$ cat config.mk
export PLATFORM = sky130hd
export DESIGN_NAME = plist_ctrl
export DESIGN_NICKNAME = d
export VERILOG_FILES = /design/src/design/plist_pkg.sv /design/src/design/plist_ctrl.sv
export SDC_FILE = /design/constraint.sdc
export NUM_CORES = 1
export LEC_CHECK = 0
export ABC_AREA = 1
export BUFFER_PORTS_ARGS = -buffer_cell sky130_fd_sc_hd__buf_4
export CORE_AREA = 2 2 55 57
export DETAILED_ROUTE_END_ITERATION = 10
export DIE_AREA = 0 0 57 59
export GPL_TIMING_DRIVEN = 0
export PLACE_DENSITY_LB_ADDON = 0.3
export SYNTH_ARGS = -nofsm -noshare
export SYNTH_HDL_FRONTEND = slang
export SYNTH_SLANG_ARGS = --single-unit
$ cat constraint.sdc
create_clock -name vclk -period 8.6
set_input_delay 0.43 -clock vclk [all_inputs]
set_output_delay 0.43 -clock vclk [all_outputs]
set_load 0.1 [all_outputs]
$ cat src/design/plist_pkg.sv
// Package for the positional list block: action codes, reset values and the
// packed item, result and control types shared by every module.
// No dependencies.
package plist_pkg;

    localparam int CAPACITY_DEF = 64;

    localparam logic [2:0] ACT_INS_AT    = 3'd0;
    localparam logic [2:0] ACT_INS_FIRST = 3'd1;
    localparam logic [2:0] ACT_INS_LAST  = 3'd2;
    localparam logic [2:0] ACT_REM_AT    = 3'd3;
    localparam logic [2:0] ACT_REM_FIRST = 3'd4;
    localparam logic [2:0] ACT_REM_LAST  = 3'd5;

    localparam logic [6:0] CAP_IN_USE_RST = 7'd64;

    typedef struct packed {
        logic [2:0]         action;
        logic signed [31:0] key;
        logic [6:0]         position;
    } item_t;

    typedef struct packed {
        logic               accepted;
        logic signed [31:0] removed_key;
        logic [6:0]         entry_total;
        logic               is_empty;
        logic               is_full;
    } result_t;

    // Operation that the cells carry out in this cycle.
    typedef struct packed {
        logic ins;
        logic rem;
    } op_t;

    // Outcome of the decode for the result item.
    typedef struct packed {
        logic accepted;
        logic empty;
        logic full;
    } status_t;

endpackage

$ cat src/design/plist_ctrl.sv
// Decode of one operation: target position, acceptance, new count and status.
// Depends on plist_pkg.
module plist_ctrl #(
    parameter int CAPACITY = plist_pkg::CAPACITY_DEF,
    parameter int CW       = 7,
    parameter int IW       = 6
) (
    input  plist_pkg::item_t   item,
    input  logic [CW-1:0]      count,
    input  logic [6:0]         cap,
    output plist_pkg::op_t     op,
    output logic [IW-1:0]      pos,
    output logic [CW-1:0]      count_next,
    output plist_pkg::status_t status
);
    import plist_pkg::*;

    localparam int W = ((CW > 7) ? CW : 7) + 1;

    logic [W-1:0] count_w;
    logic [W-1:0] cap_eff;
    logic [W-1:0] tpos;
    logic [W-1:0] new_count;
    logic         ins_req;
    logic         rem_req;
    logic         ins_ok;
    logic         rem_ok;

    assign count_w = W'(count);
    assign cap_eff = (W'(cap) < W'(CAPACITY)) ? W'(cap) : W'(CAPACITY);

    always_comb
    begin
        ins_req = 1'b0;
        rem_req = 1'b0;
        tpos    = '0;
        case (item.action)
            ACT_INS_AT:
            begin
                ins_req = 1'b1;
                tpos    = W'(item.position);
            end
            ACT_INS_FIRST:
            begin
                ins_req = 1'b1;
            end
            ACT_INS_LAST:
            begin
                ins_req = 1'b1;
                tpos    = count_w;
            end
            ACT_REM_AT:
            begin
                rem_req = 1'b1;
                tpos    = W'(item.position);
            end
            ACT_REM_FIRST:
            begin
                rem_req = 1'b1;
            end
            ACT_REM_LAST:
            begin
                rem_req = 1'b1;
                tpos    = count_w - W'(1);
            end
            default:
            begin
                ins_req = 1'b0;
            end
        endcase
    end

    assign ins_ok = ins_req && (count_w < cap_eff) && (tpos <= count_w);
    assign rem_ok = rem_req && (count_w != '0) && (tpos < count_w);

    always_comb
    begin
        new_count = count_w;
        if (ins_ok)
        begin
            new_count = count_w + W'(1);
        end
        else if (rem_ok)
        begin
            new_count = count_w - W'(1);
        end
    end

    assign op.ins          = ins_ok;
    assign op.rem          = rem_ok;
    assign pos             = tpos[IW-1:0];
    assign count_next      = new_count[CW-1:0];
    assign status.accepted = ins_ok || rem_ok;
    assign status.empty    = (new_count == '0);
    assign status.full     = (new_count >= cap_eff);

endmodule

-- Word level (Yosys, flattened, before mapping)
Index checks and enable logic that the tools add are counted.
- logic and storage cells: 29
- bits in registers: 0
- input port bits: 56
- output and inout bits: 18
- reductions and logical operators: 11
- $lt $le $gt $ge: 5
- $add $sub $neg: 2
- multiplexer cells: 6
- equal/unequal tests: 5
- operator list (operator ; count):
    $pmux W8 S3 ; 1
    $mux W8 ; 2
    $add A7 B1 Y8 const B ; 1
    $ge A8 B7 Y1 ; 1
    $le A8 B7 Y1 ; 1
    $logic_not A8 Y1 ; 1
    $lt A8 B7 Y1 ; 1
    $reduce_bool A8 Y1 ; 1
    $sub A7 B1 Y8 const B ; 1
    $lt A7 B7 Y1 ; 1
    $lt A7 B7 Y1 const B ; 1
    $mux W7 ; 1
    $eq A3 B2 Y1 const B ; 2
    $eq A3 B3 Y1 const B ; 2
    $reduce_or A3 Y1 ; 2
    $logic_and A1 B1 Y1 ; 4
    $eq A3 B1 Y1 const B ; 1
    $logic_not A3 Y1 ; 1
    $mux W1 ; 2
    $reduce_or A2 Y1 ; 1
    $logic_or A1 B1 Y1 ; 1

-- Longest topological paths before layout
- word-level depth: 8
- mapped depth: 32
- mapped depth without buffers: 31

-- Worst setup path before layout
No wires, ideal clock.
- path type: in2out
- start point: input port count[0]
- end point: output port status[0] (netlist bit)
- arrival time: 7009 ps
- data required time: 8170 ps
- path buffers: 0
- path slack: 1161 ps
- cell stages on the path: 28
- cells stage by stage: inv_2 > ha_1 > nand2_1 > xor2_1 > o21ai_0 > ha_1 > nand3_1 > inv_1 > nand2_2 > nand3_2 > nand2_4 > nand2_8 > nand2_2 > nand2_1 > nand2_2 > inv_1 > ha_1 > inv_1 > a21boi_0 > o21a_1 > o21ai_0 > nand2_1 > nand2_1 > nand2_1 > nand2_1 > nand2_1 > nand2_1 > nand3_1
- RTL lines (item ; RTL line ; text):
    start, declared ; plist_ctrl.sv:9 ; input logic [CW-1:0] count,
    end, declared ; plist_ctrl.sv:14 ; output plist_pkg::status_t status

==> results by group <==
Placement
  • HPWL after DPL: 2780 µm
  • Port Buffers: 42
  • Place WS: 4.08 ns
  • Placed instance count: 295
  • Placed cell area: 1700 µm²
  • Placer Congestion: 0.862

Yosys
  • Post-synth cell types: 29
  • Avg Cell Area, Syn: 6.05 µm²
  • Synth area leaders: ha_1 21%, nand2_1 18%, inv_1 9.2%, nand3_1 5.2%, xor2_1 4.6%
  • Post-Syn Nets: 301
  • Most common cell in the netlist: nand2_1
  • Post-Syn Area: 1340 µm²
  • Sequential area share after synthesis: 0
  • Syn. warnings: 0
  • Synth area leader: ha_1
  • Cells after synthesis: 222
  • Post-synth top area share: 0.214
  • Synth cell count leaders: 64 x nand2_1, 33 x inv_1, 23 x ha_1

Global route
  • First-pass GRT wire length: approximately 5500 µm
  • Pin count of the biggest net entering global routing: 11
  • GRT met2 Usage: 0.356
  • Met3 Use GR: 0
  • Met1 usage: 0.269
  • Initial antenna violation count: 0
  • Vias in the first global route: 1,322
  • Busiest grt layer: met2
  • All-Layer GR Usage: 0.192
  • Gr ovfl total: 0

Layout
  • Antenna cells: 0
  • Filler-free cell count of the finished design: 295
  • Reg area: 0 µm²
  • FILL cells: 279
  • Final-stage net count: 345
  • Layout area overhead: 26.4%
  • Area of the multi-input gates: 1130 µm²
  • Post-Layout Inst Area: 1700 µm²
  • Final Core Density: 0.626
  • FF+latch count: 0
  • Clock buf count: 0
  • Layout cells sized above 1: 0.292

Setup path
  • CP Launch Type: input port
  • WS Path Type: in2out
  • Endpoint class of the critical path: output port
  • Crit-path leading delay family: simple AND/OR/NAND/NOR gates
  • Top cell by count, worst path: nand2_1
  • CP Buf/Inv Count: 5
  • CP max-delay cell: nor3_1
  • Critical path peak fanout: 10
  • Worst EP arrival: 4.18 ns
  • Crit-path max cell delay: around 0.56 ns
  • Critical Path RT: 8.17 ns

Timing
  • Setup violations, final: 0
  • Max_slew headroom: 0.555
  • Slew Limit Fails: 0
  • Fmax: 217 MHz
  • Setup ws final: approximately 4 ns
  • RSZ-0062 raised after global routing: no
  • Worst hold-check slack: 1.34 ns
  • Hold Vio Cnt, Final: 0
  • Period utilization: 0.536
  • Min Tclk post-route: 4.61 ns
  • Worst slew pin tran: 0.663 ns
  • Setup TNS Final: 0 ns

Floorplan
  • Core Area: approximately 2700 µm²
  • DIE AREA: around 3400 µm²
  • Die X: 57 µm
  • Rows: 19
  • Top Ports: 74
  • Starting Density: 0.495
  • Die height: 59 µm

Detailed routing
  • Final wirelength: 3160 µm
  • 1st-iter DRT viols: 48
  • Wirelength per Cell: 10.7 µm
  • DR vias: 1,469
  • Drt drc: 0
  • Via density: 4.98
  • Final ANT Viol Nets: 0
  • Router iterations before antenna repair: 4

Power
  • Pleak: 0.987 nW
  • Tot Pwr: 209 µW
  • Power per standard cell area: 123 nW/µm²
  • Maximum VDD drop: 0.000153 V

Clock network
  • Setup bufs post-CTS: 0
  • Hold_buf cts: 0
  • Post_cts resized: 0

Flow run
  • Max capacitance violation total: 0

Status
  • Outcome: completed

Worst hold path
  • HP Class: in2out
power breakdown:
part,switching [mW],leakage [nW],total (mW),internal [mW]
Sequential,0,0,0,0
Clock,0,0,0,0
Combinational,0.153,0.987,0.209,0.0558
layer usage:
layer,vias to the layer above,part of all wire
met5,-,0
li1,798,-
met4,0,0.0022
met2,25,0.49
met1,644,0.48
met3,2,0.024
layout make-up:
type | instances | area share
Tap cell | 31 | 0.0229
Multi-Input combinational cell | 175 | 0.668
Buffer | 6 | 0.0310
Timing Repair Buffer | 42 | 0.186
Inverter | 41 | 0.0922
worst min-delay path: stages:
cell,delay (ns)
buf_4,0.08
a221oi_1,0.08
inv_1,0.05
buf_4,0.27
cell usage in the layout (no fill, tap or decap), drive strengths merged, types with 2 or more instances in the layout:
| cell type | n |
|---|---|
| nor3 | 5 |
| o21a | 2 |
| a21oi | 6 |
| o21ai | 5 |
| nand2 | 76 |
| xor2 | 7 |
| nand4 | 10 |
| buf | 48 |
| inv | 41 |
| nand3 | 15 |
| ha | 23 |
| nor2 | 16 |
| a22oi | 5 |
cell families after synthesis:
family | synth area share
AOI/OAI and AO/OA | 0.0979
xor gates and xnor gates | 0.0522
buffers and inverters | 0.156
and+or+nand+nor | 0.480
adders and majority gates | 0.214
final timing paths:
check  startpoint         to  slack [ns]  cells after the start
min       item[0]     pos[0]        1.34                      4
max      item[39]  status[0]        3.99                     30
No activity file was read; power rests on OpenSTA's default activity.
