--- src/design/plist_pkg.sv ---
// Package for the positional list block: action codes, reset values and the
// packed item, result and control types shared by every module.
// No dependencies.
package plist_pkg;

    localparam int CAPACITY_DEF = 64;

    localparam logic [2:0] ACT_INS_AT    = 3'd0;
    localparam logic [2:0] ACT_INS_FIRST = 3'd1;
    localparam logic [2:0] ACT_INS_LAST  = 3'd2;
    localparam logic [2:0] ACT_REM_AT    = 3'd3;
    localparam logic [2:0] ACT_REM_FIRST = 3'd4;
    localparam logic [2:0] ACT_REM_LAST  = 3'd5;

    localparam logic [6:0] CAP_IN_USE_RST = 7'd64;

    typedef struct packed {
        logic [2:0]         action;
        logic signed [31:0] key;
        logic [6:0]         position;
    } item_t;

    typedef struct packed {
        logic               accepted;
        logic signed [31:0] removed_key;
        logic [6:0]         entry_total;
        logic               is_empty;
        logic               is_full;
    } result_t;

    // Operation that the cells carry out in this cycle.
    typedef struct packed {
        logic ins;
        logic rem;
    } op_t;

    // Outcome of the decode for the result item.
    typedef struct packed {
        logic accepted;
        logic empty;
        logic full;
    } status_t;

endpackage

--- src/design/plist_cell.sv ---
// One storage cell of the list: holds the entry at a fixed position and takes
// the inserted key or a neighbour's entry. Depends on plist_pkg.
module plist_cell #(
    parameter int IDX = 0,
    parameter int IW  = 6
) (
    input  logic               clk,
    input  plist_pkg::op_t     op,
    input  logic [IW-1:0]      pos,
    input  logic signed [31:0] key,
    input  logic signed [31:0] left,
    input  logic signed [31:0] right,
    output logic signed [31:0] value,
    output logic signed [31:0] tap
);
    import plist_pkg::*;

    logic signed [31:0] value_reg;
    logic signed [31:0] value_next;
    logic               at_pos;
    logic               above_pos;

    assign at_pos    = (pos == IW'(IDX));
    assign above_pos = (pos < IW'(IDX));

    always_comb
    begin
        value_next = value_reg;
        if (op.ins && at_pos)
        begin
            value_next = key;
        end
        else if (op.ins && above_pos)
        begin
            value_next = left;
        end
        else if (op.rem && (at_pos || above_pos))
        begin
            value_next = right;
        end
    end

    always_ff @(posedge clk)
    begin
        value_reg <= value_next;
    end

    assign value = value_reg;
    // Only the cell at the target position shows its entry for a removal.
    assign tap   = (op.rem && at_pos) ? value_reg : 32'sd0;

endmodule

--- config.mk ---
export PLATFORM = sky130hd
export DESIGN_NAME = plist_cell
export DESIGN_NICKNAME = d
export VERILOG_FILES = /design/src/design/plist_pkg.sv /design/src/design/plist_cell.sv
export SDC_FILE = /design/constraint.sdc
export NUM_CORES = 1
export LEC_CHECK = 0
export ABC_AREA = 1
export BUFFER_PORTS_ARGS = -buffer_cell sky130_fd_sc_hd__buf_2
export CORE_MARGIN = 2
export CORE_UTILIZATION = 33
export DETAILED_ROUTE_END_ITERATION = 10
export HOLD_SLACK_MARGIN = 0.15
export MAX_ROUTING_LAYER = met4
export PLACE_DENSITY = 0.77
export SLEW_MARGIN = 20
export SYNTH_ARGS = -nofsm -noshare
export SYNTH_HDL_FRONTEND = slang
export SYNTH_SLANG_ARGS = --single-unit
--- constraint.sdc ---
create_clock -name clk -period 2.4 [get_ports clk]
set_clock_uncertainty 0.15 [all_clocks]
set_input_delay 0.6 -clock clk [delete_from_list [all_inputs] [get_ports clk]]
set_output_delay 0.6 -clock clk [all_outputs]
set_load 0.01 [all_outputs]
== Word level (Yosys, flattened, before mapping) ==
Index checks and enable logic that the tools add are counted.
Operators by class
  mux-type cells: 4
  order comparisons: 1
  reductions and logical operators: 7
Operator list (count)
  2-to-1 mux 32 bit: 4
  logical NOT 6 bit: 1
  less-than comparator 6 x 1 -> 1 bit, second input constant: 1
  logical AND 1 bit: 4
  nonzero test 3 bit: 1
  logical OR 1 bit: 1
Word-level totals
  output and inout port bits: 64
  logic and storage cells: 13
  bits of input ports: 105
  register bits: 32

== Depth between registers and ports, before layout ==
Gate-level depths: netlist of run 1.
  depth after elaboration: 6
  gate-level depth with buffers: 6

== Worst setup path after synthesis of run 1 ==
No wires, ideal clock.
  kind: input to register
  start: input port pos[0]
  end: register value_reg[0] (netlist: value[0]) (enable)
  data required time: 1.861 ns
  stages: 6
  path slack: -0.043 ns
  path buffers: 1
  data arrival time: 1.904 ns
  path through: nor2_1 inv_2 nor2_4 nand2_2 buf_2 nand2_1
Between the ends
  word-level cells in the longest chain between the ends: 4
Ends and longest elaborated chain
  start, declared: line plist_cell.sv:9  | input logic [IW-1:0] pos,
  less-than comparator 6 x 1 -> 1 bit or logical NOT 6 bit (tied branches): line plist_cell.sv:24, plist_cell.sv:23
  logical OR 1 bit: line plist_cell.sv:37  | else if (op.rem && (at_pos || above_pos))
  logical AND 1 bit: line plist_cell.sv:37
  nonzero test 3 bit (no source line) *
  end signal, assigned: line plist_cell.sv:45  | value_reg <= value_next;
  end, declared: line plist_cell.sv:18  | logic signed [31:0] value_reg;
Every way passes the cells marked *; elsewhere a longest branch is shown, timed or not.
A chain may end at the register's enable or synchronous reset.

== Final worst setup path of run 1 ==
  start: input port pos[1]
  end: output port tap[16]
Between the ends
  word-level cells in the longest chain between the ends: 3
Ends and longest elaborated chain
  logical NOT 6 bit: line plist_cell.sv:23  | assign at_pos = (pos == IW'(IDX));
  logical AND 1 bit: line plist_cell.sv:50  | assign tap = (op.rem && at_pos) ? value_reg : 32'sd0;
  2-to-1 mux 32 bit: line plist_cell.sv:50
  end, declared: line plist_cell.sv:14  | output logic signed [31:0] tap
No other way between the ends.

==> run metrics, run 1 <==
Die X=76.4 microns; multi-input logic area=between 500 and 600 sq um; count of pins over their slew limit=0; area grow syn2layout=52.2%; setup repair bufs after CTS=0; Die Y=~76 microns; hold_buf cts=0; post-route core utilization=about 52%; CTS max path bufs=2; Post-Synth Adder-Cell Area=0%; post-synth top area share=a little under three fifths; WL final=around 4.8 mm; hold path depth=3; clock buffer count from CTS=5; RSZ-0062 raised after global routing=false; CP endpoint kind=output port; HP Start=right[29]; Max IR drop VDD=between 0.2 and 0.25 mV; first-pass iteration count of the detailed router=4; Mapped Nets=around 320; Ys Warns=0; final setup fails=0; fillers=496; fin nets=458; met2 WL=2.44 mm; max reg flops=32; # diodes=0; Max Cap Viol=0; I/O pin cnt=between 150 and 200; CP arrival=about 1.5 ns; FF+latch area=a little under 1000 sq um; dominant cell type by area after synthesis=edfxtp_1; largest cells by area after synthesis=edfxtp_1 (55%), nand2_1 (14%), nand3_1 (9.2%), inv_1 (6.9%), nor2_1 (5.4%); vias per cell=between 4 and 5; layout cell share with drive strength beyond 1=between 40% and 50%; status=completed; Synth Area in Compound Gates=0%; total global routing overflow=0; CP Class=in2out; DR iter-0 viols=27; vias in the first global route=1676; Simple-Gate Fraction of Synth Area=34.0%; combinational share of power=10.7%; port bufs=between 100 and 150; highest metal used=met4; CP Data Required Time=roughly 1.7 ns; DR vias=roughly 1800; crit start category=primary input; initial antenna violation count=0; mean post-synth cell area=just over 8 sq um; Cell variety after synth=13; Cell Area, Synth=approximately 1700 sq um; sw frac=21.4%; switching power=about 240 uW; register area share after synthesis=55.5%; Placer Congestion=between 0.7 and 0.8; drt drc=0; DR WL/cell=between 10 and 15 microns; Metal-1 WL=1.88 mm; largest net degree at the start of global routing=33; Flop pwr share=between 50% and 60%; CTS tree=done; DR WL met3=roughly 460 microns; ANT nets after route=0; Hold Violations, Final=0; internal power=889 uW; Total Routing Usage GR=between 15 and 20%; post-CTS sizing=0; post-synthesis xor/xnor area fraction=0%; post-DP HPWL=3.60 mm; Final WS setup=around 0.13 ns; Starting Density=around a third; htree depth=2; core box area=roughly 5000 sq um; Pwr per Cell Area=429 nW/um^2; clock transition at the registers of the reported paths=0.06 ns; Die Area=roughly 5800 sq um; post-layout minimum cycle time=2.27 ns; Tcrit/Tclk final=a little over nine tenths; mux cell area share after synthesis=0%; TritonCTS Sinks=32; WHS Endpoint=value[29]; first-pass GRT wire length=about 8 mm; worst slew pin tran=approximately 0.34 ns; Placement Setup Slack=0.0690 ns; top fanout value on the critical path=21; Clock Power Share=between 30 and 40%; clock root buffer=clkbuf_8; relative slew slack=about 77%; Synth Instances=214; #FFs+latches synth=32; fmax=roughly 0.44 GHz; largest family of logic cells by synthesized area=simple AND/OR/NAND/NOR gates; num rows=26; hold crit path type=in2reg; Static Leak=between 0.001 and 0.0015 uW; Fin Setup TNS=0 ns
[cell usage after synthesis]
cell type / count
edfxtp_1: 32
nor2_4: 1
nand3_1: 32
nor2_1: 25
inv_2: 1
clkbuf_1: 5
nor2_2: 10
nand2_1: 66
nand4_1: 1
nand2_2: 1
inv_1: 32
clkbuf_2: 1
buf_2: 7
[metal layers]
layer	vias to the layer above	GRT usage, %
met4	0	4.00
met2	90	31.5
met3	4	5.33
li1	940	-
met5	-	-
met1	764	18.1
[worst max path at each step]
| stage | from | end | slack (ns) | cells after the start |
|---|---|---|---|---|
| after floorplan | pos[0] | value[0] | 0.26 | 6 |
| after detailed placement | pos[1] | tap[26] | 0.07 | 8 |
| after CTS | pos[1] | tap[18] | 0.07 | 8 |
| final | pos[1] | tap[16] | 0.13 | 8 |
| after global placement | pos[1] | tap[20] | 0.09 | 8 |
| after global routing | pos[1] | tap[28] | 0.007 | 8 |
[metrics by stage]
step	cells	hold WS (ns)	cell area, sq um	total power (uW)
detailed placement	416	0.717	2550	760
finish	424	0.437	2640	1130
CTS	424	0.424	2630	1150
global placement	416	0.714	2550	757
global route	424	0.435	2640	1180
floorplan	214	0.629	1730	684
[cells in the final DEF, fill, tap and decap left out]
| master | instances |
|---|---|
| buf_2 | 136 |
| nand2_1 | 65 |
| nand3_1 | 32 |
| inv_1 | 32 |
| edfxtp_1 | 32 |
| nor2_1 | 22 |
| nor2_2 | 13 |
| buf_4 | 6 |
| clkbuf_8 | 5 |
| buf_12 | 3 |
| nand2_2 | 2 |
| clkbuf_1 | 2 |
| nand4_1 | 1 |
| inv_2 | 1 |
| nor2_4 | 1 |
| clkinv_1 | 1 |
[area by class of cell]
cell class,count,area share [%]
inverter,33,4.70
multi-input combinational,136,22.7
clock inverter,1,0.142
tap,70,3.32
timing repair buffer,145,29.8
sequential,32,36.4
clock buffer,7,2.90
[worst max-delay path, cell delays in order]
cell and delay, ns:
buf_2 0.10, nor2_2 0.13, nand2_1 0.10, nor2_4 0.10, nand2_2 0.10, buf_12 0.17, nor2_1 0.09, buf_2 0.13
[cell families after synthesis]
| group | count (synthesis) |
|---|---|
| DFF | 32 |
| buffers and inverters | 46 |
| and+or+nand+nor | 136 |
[power by group through the flow]
stage / sequential (uW) / clock, uW / combinational, uW
floorplan: 642 / 0 / 41.9
global placement: 639 / 0 / 118
detailed placement: 639 / 0 / 121
CTS: 627 / 399 / 121
global route: 628 / 416 / 139
finish: 627 / 382 / 122
Note: power is estimated with default switching activity, not from simulation.
==> run 2, diff against run 1 <==
CORE_UTILIZATION = 34   (was 33)
CTS_BUF_LIST = sky130_fd_sc_hd__clkbuf_2   (was not set)
PLACE_DENSITY = 0.79   (was 0.77)
==> run 2 against run 1 <==
Core utilization rose by 1.0 points. Critical path depth stayed put. Total power shrank 12%. Critical endpoint is now tap[17]. Wire length is 2.4% lower. Clock power shrank 35%. Worst setup slack worse by 0.0033 ns. Fmax decreased by 0.14%. Non-clock buffer count decreased by 3. Die area is 2.8% lower.
==> run metrics, run 2 (synthesized netlist as in run 1, its figures left out) <==
status=completed; CP endpoint kind=output port; fillers=475 (-4.2%); first-pass GRT wire length=6.80 mm (-13%); clock buffer count from CTS=5 (unchanged); CTS max path bufs=2 (unchanged); PnR Total Power=997 uW (-12%); vias per cell=4.42 (+4.3%); first-pass iteration count of the detailed router=4 (unchanged); ANT nets after route=0 (unchanged); post-layout minimum cycle time=2.28 ns (+0.00329 ns); clock root buffer=clkbuf_2; commonest non-fill, non-tap cells in the layout=buf_2 (136), nand2_1 (65), nand3_1 (32), inv_1 (32), edfxtp_1 (32); Tcrit/Tclk final=94.8% (+0.14 points); RSZ-0062 raised after global routing=false; DR iter-0 viols=80 (+200%); port bufs=136 (unchanged); DR WL/cell=11.2 microns (-0.95%); Static Leak=0.00147 uW (-2.0%); area grow syn2layout=47.3%; Max Cap Viol=0 (unchanged); worst slew pin tran=0.350 ns (+0.00913 ns); fin nets=455 (-0.66%); TritonCTS Sinks=32 (unchanged); CP arrival=1.53 ns (about the same); largest net degree at the start of global routing=34 (+3.0%); hold crit path type=in2reg; post-DP HPWL=3.51 mm (-2.6%); Max IR drop VDD=0.220 mV (-6.7%); Die Area=5680 sq um (-2.8%); final setup fails=0 (unchanged); WL final=4.69 mm (-2.4%); core box area=4820 sq um (-5.1%); commonest non-fill, non-tap cell in the layout=buf_2; CP Class=in2out; Die Y=75.4 microns (-1.4%); max reg flops=32 (unchanged); CP Data Required Time=1.65 ns (about the same); Starting Density=35.9% (+1.8 points); htree depth=2 (unchanged); vias in the first global route=1639 (-2.2%); initial antenna violation count=0 (unchanged); drt drc=0 (unchanged); clock transition at the registers of the reported paths=0.16 ns (+0.10 ns); count of pins over their slew limit=0 (unchanged); relative slew slack=76.7% (-0.61 points); layout cell share with drive strength beyond 1=46.7% (-0.45 points); # diodes=0 (unchanged); CTS tree=done; Die X=75.4 microns (-1.4%); fmax=0.439 GHz (-0.14%); total global routing overflow=0 (unchanged); DR vias=1848 (+2.8%); I/O pin cnt=169 (unchanged); Hold Violations, Final=0 (unchanged); Pwr per Cell Area=391 nW/um^2 (-8.9%); num rows=25 (-3.8%); top fanout value on the critical path=33 (+57%); setup repair bufs after CTS=0 (unchanged); Placer Congestion=0.768 (+3.4%); Total Routing Usage GR=16.5% (-0.72 points); Fin Setup TNS=0 ns (unchanged); crit start category=primary input
-- run 2: worst paths after layout --
path,slack (ns),start,depth (start not counted),endpoint
max,0.12,pos[5],8,tap[17]
min,0.35,right[25],3,value[25]
-- run 2: metrics by stage --
step                      cells  util, %  cell area (sq um)  setup WS (ns)  hold WS (ns)
after CTS                   418     52.9               2550          0.125         0.307
after detailed placement    410     52.1               2510          0.127         0.715
final                       418     53.0               2550          0.125         0.351
after global routing        418     53.0               2550        0.00359         0.292
after global placement      410     52.1               2510          0.151         0.714
after floorplan             214        -               1730          0.260         0.629
-- run 2: area by class of cell --
class                           count  area, sq um  share of cell area (%)
Inverter                           33          124                    4.86
Tap cell                           67         83.8                    3.29
Timing Repair Buffer              142          751                    29.4
Clock inverter                      1         3.75                   0.147
Sequential cell                    32          961                    37.7
Clock buffer                        7         35.0                    1.37
Multi-Input combinational cell    136          593                    23.2
-- run 2: power by group --
part	internal [uW]	leakage (uW)	switching, uW
registers	623	0.000288	3.38
logic	62.5	0.00115	57.7
clock network	78.2	0.0000306	172
-- run 2: layer usage --
layer	wire [microns]	vias to the layer above	track usage (%)
met5	0	-	-
met4	70	0	6.82
met3	355	8	5.29
met2	2500	83	30.5
met1	1760	823	15.6
li1	-	934	-
-- run 2: repair_timing --
item | in CTS | in global routing
endpoints found under the setup margin | 0 | 1
gates resized for setup | 0 | 1
hold buffers | 0 | 0
-- run 2: worst max-delay path, cell delays in order --
cell     delay (ns)
buf_2          0.10
nor2_1         0.13
nand2_1        0.10
nor2_4         0.10
nand2_2        0.07
buf_12         0.18
nor2_1         0.10
buf_2          0.14
==> run 3, diff against run 2 <==
CORE_MARGIN = not set   (was 2)
==> run 3 against run 2 <==
Core utilization up 0.39 points. Via count is 0.22% higher. Combinational power about the same.
==> run metrics, run 3 (synthesized netlist as in run 1, its figures left out) <==
max reg flops=32 (unchanged); initial antenna violation count=0 (unchanged); dpl cells=412 (+0.49%); CP Class=in2out; CTS max path bufs=2 (unchanged); Tcrit/Tclk final=94.8% (about the same); CP endpoint kind=output port; setup repair bufs after CTS=0 (unchanged); WL final=4.72 mm (+0.75%); # diodes=0 (unchanged); TritonCTS Sinks=32 (unchanged); core box area=4820 sq um (unchanged); status=completed; drt drc=0 (unchanged); hold path depth=3 (unchanged); Placer Congestion=0.732 (-4.7%); fillers=468 (-1.5%); relative slew slack=77.6% (+0.89 points); top fanout value on the critical path=19 (-42%); Hold Violations, Final=0 (unchanged); area grow syn2layout=48.4%; RSZ-0062 raised after global routing=false; clock transition at the registers of the reported paths=0.16 ns (about the same); CP arrival=1.52 ns (about the same); commonest non-fill, non-tap cells in the layout=buf_2 (136), nand2_1 (65), nand3_1 (32), inv_1 (32), edfxtp_1 (32); hold crit path type=in2reg; vias per cell=4.41 (-0.26%); worst slew pin tran=0.336 ns (-0.0134 ns); DR WL/cell=11.2 microns (+0.27%); DR vias=1852 (+0.22%); count of pins over their slew limit=0 (unchanged); port bufs=136 (unchanged); PnR Total Power=999 uW (+0.24%); Die Area=5380 sq um (-5.2%); Static Leak=0.00148 uW (+0.77%); first-pass GRT wire length=7.14 mm (+5.1%); clock buffer count from CTS=5 (unchanged); post-layout minimum cycle time=2.27 ns (-0.00144 ns); Pwr per Cell Area=389 nW/um^2 (-0.49%); WHS Endpoint=value[29]; HP Start=right[29]; Max Cap Viol=0 (unchanged); Starting Density=35.9% (unchanged); final setup fails=0 (unchanged); crit start category=primary input; CP Data Required Time=1.65 ns (about the same); fmax=0.440 GHz (about the same); num rows=25 (unchanged); commonest non-fill, non-tap cell in the layout=buf_2; Die Y=73.4 microns (-2.7%); final cell count without fillers=420 (+0.48%); Total Routing Usage GR=18.3% (+1.8 points); htree depth=2 (unchanged); vias in the first global route=1702 (+3.8%); Fin Setup TNS=0 ns (unchanged); largest net degree at the start of global routing=33 (-2.9%); ANT nets after route=0 (unchanged); fin nets=457 (+0.44%); multi-input logic area=593 sq um (unchanged); clock root buffer=clkbuf_2; FF+latch area=961 sq um (unchanged); total global routing overflow=0 (unchanged); layout cell share with drive strength beyond 1=47.0% (+0.30 points); post-DP HPWL=3.60 mm (+2.5%); CTS tree=done; Die X=73.4 microns (-2.7%); first-pass iteration count of the detailed router=4 (unchanged); I/O pin cnt=169 (unchanged); DR iter-0 viols=56 (-30%); Max IR drop VDD=0.156 mV (-29%)
==> run 3: changes by cell type in the layout (fill, tap and decap cells not counted) <==
cell	before	now
buf_4	4	5
buf_6	0	1
==> run 3: timing repair <==
item,CTS,global route
endpoints found under the setup margin,0,1
hold buffers,0,0
endpoints found under the hold margin,0,0
resized for setup,0,2
==> run 3: where the power goes <==
group / leakage [uW] / internal [uW] / switching [uW]
clock: 0.0000306 / 78.1 / 175
sequential: 0.000288 / 623 / 3.38
combinational: 0.00116 / 62.9 / 56.6
total: 0.00148 / 764 / 235
==> run 3: how the worst max path moves through the flow <==
stage	startpoint	depth (start not counted)	slack (ns)	to
5_1_grt	pos[5]	8	0.01	tap[18]
6_report	pos[1]	8	0.13	tap[18]
3_3_place_gp	pos[1]	8	0.10	tap[29]
3_5_place_dp	pos[0]	8	0.08	tap[14]
4_1_cts	pos[0]	8	0.07	tap[14]
2_1_floorplan	pos[0]	6	0.26	value[0]
==> run 3: layout make-up <==
cell class / count / area share (%)
repair buffers: 144 / 29.9
clock buffers: 7 / 1.36
inverters: 33 / 4.82
flip-flops and latches: 32 / 37.4
multi-input cells: 136 / 23.1
well taps: 67 / 3.26
clock inverters: 1 / 0.146
==> run 3: critical path, cell delays in order <==
cell	delay (ns)
buf_2	0.10
nor2_1	0.13
nand2_1	0.10
nor2_4	0.11
nand2_2	0.08
buf_12	0.16
nor2_1	0.10
buf_2	0.14
==> run 3: metal layers <==
metal  GRT usage [%]  wire length (microns)
met5               -                      0
met4            7.48                     87
met3            5.08                    317
met2            33.0                   2370
met1            18.6                   1950
==> run 3: per-stage QoR <==
stage	hold WS (ns)	util, %	worst slack (ns)	area [sq um]
final	0.341	53.4	0.126	2570
after global routing	0.314	53.4	0.0106	2570
after CTS	0.316	53.2	0.0737	2560
after detailed placement	0.719	52.4	0.0756	2520
after global placement	0.711	52.4	0.103	2520
after floorplan	0.629	-	0.260	1730
